$ cat src/rtl/bbs_pkg.sv
// shared types and constants for the balanced block size search
`timescale 1ns / 1ps

package bbs_pkg;

    // field widths
    localparam int SIZE_W      = 24;
    localparam int BLOCK_W     = 25;
    localparam int COUNT_OUT_W = 29;
    localparam int RATIO_W     = 24;
    localparam int MUL_W       = 64;
    localparam int PROD_W      = 2 * MUL_W;

    // search constants
    localparam logic [63:0]        LARGE_TOTAL  = 64'd100000000;
    localparam logic [BLOCK_W-1:0] SMALL_STEP   = 25'd256;
    localparam logic [BLOCK_W-1:0] LARGE_STEP   = 25'd16384;
    localparam logic [63:0]        COUNT_FACTOR = 64'd11;
    localparam logic [RATIO_W-1:0] RATIO_ONE    = 24'd65536;
    localparam logic [RATIO_W-1:0] RATIO_RESET  = 24'd6554;

    // register index decoded from paddr[2]
    localparam logic REG_RATIO = 1'b0;

    typedef struct packed {
        logic [SIZE_W-1:0] cluster_size;
        logic              last;
    } item_t;

    typedef struct packed {
        logic [BLOCK_W-1:0]     block_size;
        logic [COUNT_OUT_W-1:0] balanced_count;
        logic                   criterion_met;
    } result_t;

    // handshake of an iterative unit
    typedef struct packed {
        logic start;
        logic done;
    } unit_ctl_t;

    typedef enum logic [4:0] {
        ST_IDLE,
        ST_AVG_GO,
        ST_AVG_WAIT,
        ST_CAND,
        ST_RD,
        ST_DIV_GO,
        ST_DIV_WAIT,
        ST_MUL_FULL,
        ST_MUL_REM,
        ST_ACC,
        ST_ACC_MQ,
        ST_ACC_TT,
        ST_ACC_P,
        ST_ACC_PM,
        ST_ACC_PM1,
        ST_ACC_RHS,
        ST_OUT
    } state_t;

endpackage

$ cat src/rtl/bbs_mul.sv
// shift-add multiplier, one multiplier bit per cycle, stops when no bits remain
`timescale 1ns / 1ps

module bbs_mul (
    input  logic                      clk,
    input  logic                      rst_n,
    input  logic                      start,
    input  logic [bbs_pkg::MUL_W-1:0] a,
    input  logic [bbs_pkg::MUL_W-1:0] b,
    output logic                      done,
    output logic [bbs_pkg::PROD_W-1:0] product
);

    logic                        run_reg;
    logic [bbs_pkg::PROD_W-1:0]  acc_reg;
    logic [bbs_pkg::PROD_W-1:0]  a_reg;
    logic [bbs_pkg::MUL_W-1:0]   b_reg;

    assign done    = run_reg && (b_reg == '0);
    assign product = acc_reg;

    // control
    always_ff @(posedge clk or negedge rst_n)
    begin
        if (!rst_n)
        begin
            run_reg <= 1'b0;
        end
        else if (start)
        begin
            run_reg <= 1'b1;
        end
        else if (done)
        begin
            run_reg <= 1'b0;
        end
    end

    // accumulate shifted multiplicand
    always_ff @(posedge clk)
    begin
        if (start)
        begin
            acc_reg <= '0;
            a_reg   <= bbs_pkg::PROD_W'(a);
            b_reg   <= b;
        end
        else if (run_reg && !done)
        begin
            if (b_reg[0])
            begin
                acc_reg <= acc_reg + a_reg;
            end
            a_reg <= {a_reg[bbs_pkg::PROD_W-2:0], 1'b0};
            b_reg <= {1'b0, b_reg[bbs_pkg::MUL_W-1:1]};
        end
    end

endmodule

$ cat config.mk
export PLATFORM = sky130hd
export DESIGN_NAME = bbs_mul
export DESIGN_NICKNAME = d
export VERILOG_FILES = /design/src/rtl/bbs_pkg.sv /design/src/rtl/bbs_mul.sv
export SDC_FILE = /design/constraint.sdc
export NUM_CORES = 1
export LEC_CHECK = 0
export BUFFER_PORTS_ARGS = -buffer_cell sky130_fd_sc_hd__buf_2
export CAP_MARGIN = 20
export CORE_MARGIN = 1
export CORE_UTILIZATION = 50
export CTS_CLUSTER_DIAMETER = 60
export DETAILED_ROUTE_END_ITERATION = 10
export PLACE_DENSITY = 0.7
export SETUP_SLACK_MARGIN = 0.05
export SYNTH_ARGS = -nofsm -noshare
export SYNTH_HDL_FRONTEND = slang
export SYNTH_SLANG_ARGS = --single-unit
$ cat constraint.sdc
create_clock -name clk -period 8.2 [get_ports clk]
set_input_delay 1.64 -clock clk [delete_from_list [all_inputs] [get_ports clk]]
set_output_delay 1.64 -clock clk [all_outputs]
set_load 0.005 [all_outputs]
==> impl_metrics.yaml <==
setup_path:
  worstRegToRegCells: 14
  worstPathCellList: "ha_1, fa_1, a211oi_1, o21bai_1, o21ai_1, o31ai_1, a21o_1, o311a_1, o21ai_1, o22ai_1, or2_2, a21oi_1, xnor2_1, o21ai_0"
  cp_top_family: "compound AO/OA/AOI/OAI gates"
  arrival_ns: 4.78
  reg2reg_from: "a_reg[0]"
  crit_required_ns: 8.65
  crit_path_end_kind: "flop"
  worst_path_most_repeated_cell: "o21ai_1"
  crit_fanout: 4
  cpMaxStageDelayCell: "o21ai_1"
  worstSetupStartpointType: "flop"
  critPathBufInv: 0
  r2r_setup_slack_ns: 3.87
  timing.rr.end: "product[114]"
  critPathMaxStageDelay_ns: 0.51
  criticalPathCategory: "flop to flop"
final_layout:
  syn_to_final_growth_pct: 13.11
  diodes: 0
  fin_util: 0.5733
  drive_above_1_share: 0.1867
  num-nets-final: 2779
clock_network:
  cts-resized-gates: 0
  clock_sinks: 321
  clock_latency_ns: 0.59
  cts.reportedPaths.clkPinSlew_ns: 0.06
  cts_hold_buffers: 0
  cts_buffers: 40
  clk_path_buf_depth: 3
  tritoncts: "yes"
  cts-root-buf: "clkbuf_16"
  cts_setup_buffers: 0
  htreeDepth: 2
synthesis:
  yosysSeqAreaShare: 0.3735
  ys.flop_type: "dfxtp_1"
  async_flop_share: 0.003115
  synth-edff-count: 128
  synthTopCellsByArea: "dfxtp_1, edfxtp_1, ha_1"
  synth_area_sq_um: 20650
  syn-num-nets: 2618
  synth_cells: 2359
  synth_top_area_cell: "dfxtp_1"
  avgSynthCellArea_sq_um: 8.754
  yosys.area.top_type_share: 0.1861
  ys_types: 75
  yosys_warnings: 0
  ys_ff_latch: 321
routing:
  num_vias: 18350
  drcViolationCount: 0
  dr.pass1.iters: 8
  drt_iter0_markers: 1338
  drtAntennaViolNets: 0
  routed_wl_microns: 60300
  viasPerCell: 5.956
  wl_per_cell_microns: 19.57
min_path:
  hold_end: "product[53]"
  whs_path_depth: 2
  hp-class: "flop to flop"
  hold_start: "product[53]"
die:
  die_h_microns: 205.2
  start_util: 0.5069
  dieWidth_microns: 205.2
  core_sq_um: 40740
  row_count: 74
  top_level_ports: 260
  die-area_sq_um: 42120
grt:
  grt_pass1_wl_microns: 93850
  met1_usage: 0.3693
  busiest_layer: "met2"
  grt_usage: 0.2796
  grt_max_degree: 104
  grt_pass1_vias: 17500
  grtUsageMet3: 0.05258
  grt_overflow: 0
  met2_usage: 0.4614
  antenna_found_initial: 0
run:
  drv_cap: 0
sta:
  slew_violations: 0
  setup_viol: 0
  hold_viol: 0
  rsz0062_at_grt: "false"
  fin_crit_sh: 0.5285
  maxSlewHeadroom: 0.3427
  setup_tns_ns: 0
  finalClockSkew_ns: 0.01900
  setup_slack_ns: 3.867
  tightest_slew_ns: 0.9770
  fin_crit_ns: 4.333
  fmax_mhz: 230.8
run_status:
  status: "finished clean"
power:
  ir_drop_mv: 0.1978
  p_per_area_nw_per_um2: 225.2
  power.leakage_nw: 10.41
placed_design:
  pre_cts_ws_ns: 3.836
  port-buffer-count: 259
  post-dp-hpwl_microns: 45210
  place.gp.congestion: 1.011
==> stage by stage <==
step / instance area [sq um] / power, mW / std cells / hold slack, ns
floorplan: 20650 / 3.024 / 2359 / 0.4650
global placement: 22050 / 3.469 / 3010 / 0.4544
detailed placement: 22050 / 3.485 / 3010 / 0.4656
CTS: 23360 / 5.269 / 3081 / 0.4746
global route: 23360 / 5.505 / 3081 / 0.4866
finish: 23360 / 5.260 / 3081 / 0.4737
==> per-layer routing <==
layer | vias to the layer above | wire length (microns)
met2 | 640 | 28270
met3 | 121 | 4029
met1 | 8704 | 26270
met4 | 0 | 1725
li1 | 8886 | -
met5 | - | 0
==> final cells by class <==
type                            instances  area [sq um]
Fill cell                            3673         17380
Inverter                               36         135.1
Sequential cell                       321          7712
Clock buffer                           51          1052
Tap cell                              532         665.6
Multi-Input combinational cell       1853         12160
Clock inverter                         20         254.0
Timing Repair Buffer                  268          1374
==> logic make-up after synthesis <==
| family | after synthesis | synth area share |
|---|---|---|
| AO/OA/AOI/OAI | 670 | 0.1966 |
| flip-flops | 321 | 0.3735 |
| AND/OR/NAND/NOR | 745 | 0.1628 |
| multiplexers | 190 | 0.09973 |
| buffers and inverters | 185 | 0.03860 |
| XOR/XNOR | 120 | 0.05090 |
| adder cells (fa/ha/maj) | 128 | 0.07792 |
==> worst register-to-register path, stage by stage, from the launching register on <==
cell and delay, ns:
edfxtp_1 0.40, ha_1 0.23, fa_1 0.43, a211oi_1 0.31
o21bai_1 0.15, o21ai_1 0.34, o31ai_1 0.20, a21o_1 0.22
o311a_1 0.33, o21ai_1 0.51, o22ai_1 0.27, or2_2 0.35
a21oi_1 0.19, xnor2_1 0.15, o21ai_0 0.11
==> how the worst max path moves through the flow <==
| stage | from | depth (start not counted) | to | slack (ns) |
|---|---|---|---|---|
| 2_1_floorplan | start | 2 | a_reg[0] | 4.28 |
| 3_3_place_gp | start | 3 | b_reg[33] | 3.88 |
| 3_5_place_dp | start | 3 | b_reg[33] | 3.84 |
| 4_1_cts | b_reg[30] | 5 | done | 3.88 |
| 5_1_grt | a_reg[0] | 14 | product[116] | 3.63 |
| 6_report | a_reg[0] | 14 | product[114] | 3.87 |
==> placed cells by master, fill, tap and decap left out, types with 11 or more instances in the layout <==
master	n
xor2_1	51
clkbuf_16	40
o31ai_1	11
ha_1	127
nor3_1	38
buf_2	258
inv_1	36
a21oi_1	291
o21ai_0	132
edfxtp_1	128
mux2i_1	64
dfxtp_1	192
o21bai_1	42
a21boi_0	15
nand2b_1	11
xnor2_1	69
a31oi_1	13
nand2_1	321
nand3_1	19
o21a_1	22
nand4_1	78
nor2_1	189
nor4_1	27
a21o_1	75
mux2_2	126
or3_1	11
==> Yosys cell counts (38+ instances only) <==
cell        n
o21bai_1   42
o21ai_0   132
nor2_1    190
edfxtp_1  128
nand2_1   322
clkbuf_1  115
a21oi_1   291
nor3_1     38
nand4_1    78
xnor2_1    69
mux2_2    126
xor2_1     51
dfxtp_1   192
ha_1      127
mux2i_1    64
a21o_1     75
==> power by group <==
group	leakage, nW	switching (mW)	internal, mW
combinational	6.86	0.941	0.597
sequential	2.93	0.129	1.82
clock	0.622	0.749	1.02
No activity file was read; power rests on OpenSTA's default activity.
