$ cat config.mk
export PLATFORM = sky130hd
export DESIGN_NAME = bbs_div
export DESIGN_NICKNAME = d
export VERILOG_FILES = /design/src/rtl/bbs_div.sv
export SDC_FILE = /design/constraint.sdc
export NUM_CORES = 1
export LEC_CHECK = 0
export BUFFER_PORTS_ARGS = -buffer_cell sky130_fd_sc_hd__buf_2
export CAP_MARGIN = 20
export CORE_ASPECT_RATIO = 0.75
export CORE_MARGIN = 2
export CORE_UTILIZATION = 28
export DETAILED_ROUTE_END_ITERATION = 12
export GPL_TIMING_DRIVEN = 0
export PLACE_DENSITY = 0.47
export SYNTH_ARGS = -nofsm -noshare
export SYNTH_HDL_FRONTEND = slang
export SYNTH_SLANG_ARGS = --single-unit
$ cat constraint.sdc
create_clock -name clk -period 4.1 [get_ports clk]
set_input_delay 0.615 -clock clk [delete_from_list [all_inputs] [get_ports clk]]
set_output_delay 0.615 -clock clk [all_outputs]
set_load 0.02 [all_outputs]
$ cat src/rtl/bbs_div.sv
// restoring divider, one quotient bit per cycle
`timescale 1ns / 1ps

module bbs_div #(
    parameter int DW = 37,
    parameter int VW = 25
) (
    input  logic          clk,
    input  logic          rst_n,
    input  logic          start,
    input  logic [DW-1:0] dividend,
    input  logic [VW-1:0] divisor,
    output logic          done,
    output logic [DW-1:0] quotient,
    output logic [VW-1:0] remainder
);

    localparam int CNT_W = $clog2(DW + 1);

    logic             run_reg;
    logic [CNT_W-1:0] cnt_reg;
    logic [DW-1:0]    quo_reg;
    logic [VW-1:0]    rem_reg;
    logic [VW-1:0]    dvs_reg;
    logic [VW:0]      shifted;
    logic [VW:0]      diff;

    // trial subtract of the shifted partial remainder
    assign shifted = {rem_reg, quo_reg[DW-1]};
    assign diff    = shifted - {1'b0, dvs_reg};

    assign done      = run_reg && (cnt_reg == '0);
    assign quotient  = quo_reg;
    assign remainder = rem_reg;

    // control
    always_ff @(posedge clk or negedge rst_n)
    begin
        if (!rst_n)
        begin
            run_reg <= 1'b0;
            cnt_reg <= '0;
        end
        else if (start)
        begin
            run_reg <= 1'b1;
            cnt_reg <= CNT_W'(DW);
        end
        else if (done)
        begin
            run_reg <= 1'b0;
        end
        else if (run_reg)
        begin
            cnt_reg <= cnt_reg - 1'b1;
        end
    end

    // datapath
    always_ff @(posedge clk)
    begin
        if (start)
        begin
            quo_reg <= dividend;
            rem_reg <= '0;
            dvs_reg <= divisor;
        end
        else if (run_reg && !done)
        begin
            if (!diff[VW])
            begin
                rem_reg <= diff[VW-1:0];
                quo_reg <= {quo_reg[DW-2:0], 1'b1};
            end
            else
            begin
                rem_reg <= shifted[VW-1:0];
                quo_reg <= {quo_reg[DW-2:0], 1'b0};
            end
        end
    end

endmodule

==> summary.md, run 1 <==
| Metric | Value |
|---|---|
| Syn. warnings | 0 |
| Critical path data required time | between 4 and 5 ns |
| Syn Inst Count | about 530 |
| Antenna-violating nets left | 0 |
| Area of the core | 0.0192 mm² |
| Largest net degree at the start of global routing | 39 |
| Post-CTS Resized | 0 |
| Reg clk slew, reported paths | 0.07 ns |
| Wire per inst | between 15 and 20 µm |
| Nets | 761 |
| Total Die Area | 0.0206 mm² |
| Boundary Pins | 128 |
| Multiplexer share of the synthesized area | 0.0802 |
| Worst-path maximum fanout | 10 |
| Crit end category | flip-flop |
| Cell Chain, Critical Path | inv_1 -> ha_1 -> nor2b_1 -> o2111ai_1 -> a21oi_1 -> o2111ai_2 -> nand3_2 -> a21oi_1 -> clkbuf_1 -> o21ai_0 -> a311oi_1 |
| Post-synthesis simple-gate area fraction | 0.147 |
| CTS tree | built |
| Ys async rst share | 0.0745 |
| GRT overflow | 0 |
| Die height | 125 µm |
| R2r setup slk | ~0.71 ns |
| Final setup fails | 0 |
| Worst R2R Path Depth | 11 |
| Critical path startpoint | dvs_reg[1] |
| EDFF count, synth | 62 |
| Drt total wl | 15600 µm |
| #FFs+latches synth | 94 |
| # port buffers | 127 |
| Max Slew Vio Count | 0 |
| Peak supply drop | 0.223 mV |
| Ys flop type | edfxtp_1 |
| Slowest cell on crit path | a21oi_1 |
| Global placement routability congestion | 0.865 |
| Mapped Area | 0.00544 mm² |
| Reg2Reg Launch Point | dvs_reg[1] |
| Syn Area/Cell | approximately 10 µm² |
| Adder-cell area share of the yosys netlist | 0.0635 |
| Fin crit share | 0.826 |
| Pwr Density | approximately 370 mW/mm² |
| Area leader, netlist | edfxtp_1 |
| Initial antenna violation count | 0 |
| Largest stage delay on the critical path | 0.52 ns |
| Slew HR | 0.382 |
| Max reg flops | 37 |
| Antenna cells | 0 |
| Area grow syn2layout | 23.5% |
| Vias | 4601 |
| Worst Setup Start Kind | flip-flop |
| R2r endpoint | remainder[8] |
| Syn nets | 623 |
| DPL Wire Length | roughly 12000 µm |
| Starting density of the core | 0.283 |
| Final Hold Viols | 0 |
| Remaining DRCs | 0 |
| CTS sink count | 94 |
| Hold slack | 0.0782 ns |
| CTS Buffer Depth | 2 |
| Leak | 2.97 nW |
| Mean number of vias per cell | between 4 and 5 |
| Yosys top cell area share | 0.342 |
| RSZ-0062 raised after global routing | false |
| Combinational family with the most area after synthesis | compound AO/OA/AOI/OAI gates |
| Number of detailed-route iterations in the first pass | 5 |
| Setup TNS | 0 ns |
| CTS Root Cell | clkbuf_16 |
| Seq/Total Area, Yosys | 0.466 |
| GR Util All Layers | 0.156 |
| Fmax achieved | 0.295 GHz |
| Most frequent cells in the layout | 131 x buf_2, 62 x edfxtp_1, 43 x nor2_1 |
| Compound-cell area share of the yosys netlist | 0.158 |
| Layout cells sized above 1 | 0.295 |
| Most common cell after layout, fill and taps aside | buf_2 |
| Skew-Pair Late Insertion Delay | 0.36 ns |
| Most common cell on crit path | a21oi_1 |
| Post-Synth XOR/XNOR Area | 0.0322 |
| Hold buffers post-CTS | 0 |
| Skew final | 0.00849 ns |
| Crit path DAT | 3.65 ns |
| Total CTS buffers | 9 |
| Worst-Margin Slew | 0.926 ns |
| Tmin final | 3.39 ns |
| HP Class | input port to asynchronous set/reset pin |
| Run status | complete, no violations |
| Synth unique cells | 58 |
| Setup CP Type | flip-flop to flip-flop |
| Initial DRC Count | 322 |
| Area contributors post-synth | edfxtp_1 34%, dfxtp_1 9.2%, mux2_2 7.7% |
| H-tree levels | 3 |
| Max-cap violations | 0 |
| Vias in the first global route | 4521 |
| Setup Fix Bufs, Post-CTS | 0 |
| Die Wd | 165 µm |
| Placed insts | 911 |
| Global-route wire length before repair | 24800 µm |
| Cell Rows | 44 |
| Layout Cells excl Fill | 927 |
-- cell usage after synthesis (all sizes together) (2+ instances only) --
master   instances
o211ai           3
or2              5
a31oi            8
nand4            8
dfxtp           25
nand2b          10
o2111a           2
a311oi          17
a21o             8
edfxtp          62
a211oi           2
a21oi           32
nor3b            5
inv             34
nand2           25
nand3           21
clkbuf          22
xor2             6
a41o             2
o41ai            2
buf             13
nor4             6
nand3b           6
dfrtp            7
xnor2           14
and2             4
o21bai           3
o21ai           31
o2111ai          3
mux2i            2
nor2            43
or3              5
or4              4
o21a             3
and3             3
nor3             7
mux2            37
ha              26
a211o            4
-- where the power goes --
group / leakage, nW / switching [mW] / total [mW] / internal (mW)
Clock: 0.153 / 0.408 / 0.949 / 0.542
Combinational: 1.89 / 0.224 / 0.384 / 0.160
Sequential: 0.919 / 0.0352 / 1.12 / 1.09
Total: 2.97 / 0.667 / 2.46 / 1.79
-- how the worst max path moves through the flow --
stage	end	slack, ns	cells past startpoint
6_report	remainder[8]	0.71	11
4_1_cts	remainder[8]	0.74	11
3_5_place_dp	remainder[17]	0.78	11
5_1_grt	remainder[8]	0.36	11
3_3_place_gp	remainder[8]	0.77	11
2_1_floorplan	remainder[14]	1.34	11
-- cell families after synthesis --
family	Yosys count
DFF	94
muxes	39
xor gates and xnor gates	20
and+or+nand+nor	155
adders and majority gates	27
AOI/OAI and AO/OA	127
buffers and inverters	69
-- critical path, delay by kind of cell (launching register included) --
family | cells | cell delay (ns)
adders and majority gates | 1 | 0.21
DFF | 1 | 0.44
and+or+nand+nor | 2 | 0.28
AOI/OAI and AO/OA | 6 | 1.79
buffers and inverters | 2 | 0.54
-- cell type report --
class | count | area (µm²)
clock inverters | 7 | 101
flip-flops and latches | 94 | 2540
repair buffers | 127 | 636
multi-input cells | 368 | 2620
inverters | 34 | 128
well taps | 253 | 317
clock buffers | 9 | 225
plain buffers | 35 | 159
fillers | 1968 | 12500
-- per-stage QoR --
step / area (µm²) / setup WS [ns] / util / total power [mW]
after floorplan: 5440 / 1.34 / - / 1.39
after global placement: 6390 / 0.767 / 0.333 / 1.52
after detailed placement: 6390 / 0.778 / 0.333 / 1.53
after CTS: 6720 / 0.739 / 0.350 / 2.49
after global routing: 6720 / 0.360 / 0.350 / 2.56
final: 6720 / 0.712 / 0.350 / 2.46
-- layer usage --
metal	vias to the layer above	track usage	part of all wire
met1	2226	0.233	0.51
li1	2246	-	-
met3	13	0.0343	0.048
met2	116	0.226	0.43
met4	0	0.0404	0.010
met5	-	0	0
Note: power is estimated with default switching activity, not from simulation.
==> run 2: changes to the inputs <==
- ABC_AREA: default -> 1
- PLACE_DENSITY: 0.47 -> 0.48
- clock period: 4.1 -> 2.8 ns (I/O delays scaled with it)
==> run 2 against run 1 <==
Against the previous run:
- clock skew grew 0.0089 ns
- sequential cell count is the same
- maximum frequency grew 43%
- non-clock buffer count shrank 18
==> summary.md, run 2 <==
| Metric | Value |
|---|---|
| Pwr Density | 1030 mW/mm² (+180%) |
| GR Util All Layers | 0.161 (+0.00516) |
| Cell Chain, Critical Path | ha_1 -> nand2_2 -> inv_2 -> nand2_1 -> nand2_2 -> clkinv_1 -> nand3_2 -> nand2_2 -> nand3_2 -> nand2_2 -> o21ai_0 |
| Initial antenna violation count | 1 (+1) |
| DPL Wire Length | 13800 µm (+17%) |
| Total Die Area | 0.0229 mm² (+11%) |
| Hold slack | 0.227 ns (+0.148 ns) |
| Reg area | 0.00254 mm² (unchanged) |
| Final Hold Viols | 0 (unchanged) |
| Most frequent cells in the layout | 356 x nand2_1, 160 x inv_1, 127 x buf_2 |
| Final setup fails | 0 (unchanged) |
| Syn nets | 940 (+51%) |
| Slew HR | 0.450 (+0.0675) |
| Max Slew Vio Count | 0 (unchanged) |
| Syn Inst Count | 848 (+60%) |
| CTS tree | built |
| Peak supply drop | 0.351 mV (+57%) |
| Layout cells sized above 1 | 0.203 (-0.0926) |
| Most common cell in the synthesized netlist | nand2_1 |
| Delay-heaviest family, CP | simple AND/OR/NAND/NOR gates |
| Wire per inst | 13.8 µm (-18%) |
| RSZ-0062 raised after global routing | false |
| Antenna cells | 0 (unchanged) |
| Largest stage delay on the critical path | 0.38 ns (-0.14 ns) |
| CTS Root Cell | clkbuf_16 |
| Area of the core | 0.0212 mm² (+11%) |
| Design area | 0.00740 mm² (+10%) |
| Mapped Area | 0.00608 mm² (+12%) |
| HP Class | input port to flip-flop |
| Setup TNS | 0 ns (unchanged) |
| Crit path DAT | 2.47 ns (-1.18 ns) |
| Cell Rows | 46 (+4.5%) |
| Remaining DRCs | 0 (unchanged) |
| Skew-Pair Late Insertion Delay | 0.36 ns (about the same) |
| Placed Area | 0.00708 mm² (+11%) |
| Die height | 132 µm (+5.5%) |
| Syn. warnings | 0 (unchanged) |
| Vias | 5416 (+18%) |
| Setup CP Type | flip-flop to flip-flop |
| Seq/Total Area, Yosys | 0.417 (-0.0490) |
| Antenna-violating nets left | 0 (unchanged) |
| Area contributors post-synth | edfxtp_1 31%, nand2_1 22%, inv_1 9.9% |
| Ys flop type | edfxtp_1 |
| Slowest cell on crit path | ha_1 |
| Most common cell after layout, fill and taps aside | nand2_1 |
| Pre-CTS setup slack | 0.0947 ns (-0.683 ns) |
| Fmax achieved | 0.421 GHz (+43%) |
| EDFF count, synth | 62 (unchanged) |
| Max-cap violations | 0 (unchanged) |
| Global placement routability congestion | 0.878 (+1.5%) |
| Area grow syn2layout | 21.7% |
| Reg clk slew, reported paths | 0.08 ns (about the same) |
| Skew final | 0.0174 ns (+0.00888 ns) |
| Ys async rst share | 0.0745 (unchanged) |
| Number of detailed-route iterations in the first pass | 5 (unchanged) |
| Crit end category | flip-flop |
| Initial DRC Count | 346 (+7.5%) |
| # fillers | 2345 (+19%) |
| CTS sink count | 94 (unchanged) |
| Synth unique cells | 34 (-41%) |
| Worst-path maximum fanout | 8 (-2) |
| Critical path buffers and inverters | 2 (unchanged) |
| Max reg flops | 37 (unchanged) |
| Global-route wire length before repair | 28900 µm (+17%) |
| H-tree levels | 3 (unchanged) |
| Tmin final | 2.38 ns (-1.01 ns) |
| Starting density of the core | 0.286 (+0.00311) |
| Die Wd | 174 µm (+5.6%) |
| Final worst setup slack | 0.423 ns (-0.289 ns) |
| Leak | 4.07 nW (+37%) |
| Critical path data required time | 2.90 ns (-1.47 ns) |
| GRT overflow | 0 (unchanged) |
| Fin crit share | 0.849 (+0.0227) |
| Nets | 1079 (+42%) |
| Drt total wl | 17700 µm (+14%) |
| Run status | complete, no violations |
| #FFs+latches synth | 94 (unchanged) |
| Syn Area/Cell | 7.17 µm² (-30%) |
| CTS Buffer Depth | 2 (unchanged) |
| Vias in the first global route | 5261 (+16%) |
| Largest net degree at the start of global routing | 39 (unchanged) |
| Most instantiated cells after synthesis | 356 x nand2_1, 161 x inv_1, 62 x edfxtp_1 |
| Worst Setup Start Kind | flip-flop |
| Area leader, netlist | edfxtp_1 |
| Mean number of vias per cell | 4.23 (-15%) |
| Most common cell on crit path | nand2_2 |
| Yosys top cell area share | 0.306 (-0.0360) |
| Total CTS buffers | 9 (unchanged) |
| Worst-Margin Slew | 0.824 ns (-0.102 ns) |
| Boundary Pins | 128 (unchanged) |
| Multi-input gate area | 0.00282 mm² (+7.8%) |
| Post-CTS Resized | 0 (unchanged) |
| # port buffers | 127 (unchanged) |
-- run 2: cell types whose count changed in the layout (fill, tap and decap cells not counted), sizes merged, moves of 16 or more --
cell and delta:
nand3 +53, a21oi -16, inv +131, a311oi -17, mux2 -37, nand2 +355
o21ai -25
-- run 2: logic make-up after synthesis --
logic type                 Yosys count  share of synthesized area
adders and majority gates           27                     0.0568
buffers and inverters              182                      0.119
AOI/OAI and AO/OA                   24                     0.0228
DFF                                 94                      0.417
and+or+nand+nor                    510                      0.369
xor gates and xnor gates            11                     0.0158
-- run 2: cell type report --
| class | instances | share of cell area |
|---|---|---|
| well taps | 288 | 0.0487 |
| clock buffers | 9 | 0.0304 |
| multi-input cells | 572 | 0.381 |
| clock inverters | 7 | 0.0117 |
| inverters | 166 | 0.0842 |
| plain buffers | 16 | 0.0134 |
| repair buffers | 128 | 0.0873 |
| flip-flops and latches | 94 | 0.343 |
-- run 2: metrics by stage --
stage / cells / power (mW) / utilization
2_1_floorplan: 848 / 5.14 / -
3_3_place_gp: 1263 / 6.35 / 0.333
4_1_cts: 1280 / 7.70 / 0.348
3_5_place_dp: 1263 / 6.36 / 0.333
5_1_grt: 1280 / 8.35 / 0.348
6_report: 1280 / 7.64 / 0.348
-- run 2: path summary, 6_finish.rpt --
check / slack, ns / cells past startpoint / start / endpoint
hold reg to reg: 0.48 / 1 / cnt_reg[4] / cnt_reg[4]
hold / removal: 0.23 / 1 / divisor[17] / dvs_reg[17]
setup / recovery: 0.42 / 11 / remainder[6] / quotient[0]
max in group asynchronous: 2.20 / 2 / rst_n / cnt_reg[4]
setup reg to reg: 0.42 / 11 / remainder[6] / quotient[0]
min in group asynchronous: 0.43 / 2 / rst_n / run_reg
-- run 2: layer usage --
layer  vias to the layer above  GRT usage  routed length, µm
li1                       2881          -                  -
met1                      2391      0.249               9740
met2                       128      0.218               6680
met3                        14     0.0434               1090
met4                         2     0.0364                189
met5                         -          0                 13
-- run 2: power by group --
| part | total, mW | internal, mW | switching [mW] | leakage [nW] |
|---|---|---|---|---|
| sequential | 2.03 | 1.78 | 0.250 | 0.937 |
| combinational | 4.32 | 1.46 | 2.85 | 2.98 |
| clock | 1.29 | 0.641 | 0.650 | 0.151 |
| total | 7.64 | 3.89 | 3.75 | 4.07 |
-- run 2: repair_timing --
action,in CTS,in global routing
setup buffers,0,0
hold buffers,1,0
endpoints found under the hold margin,7,0
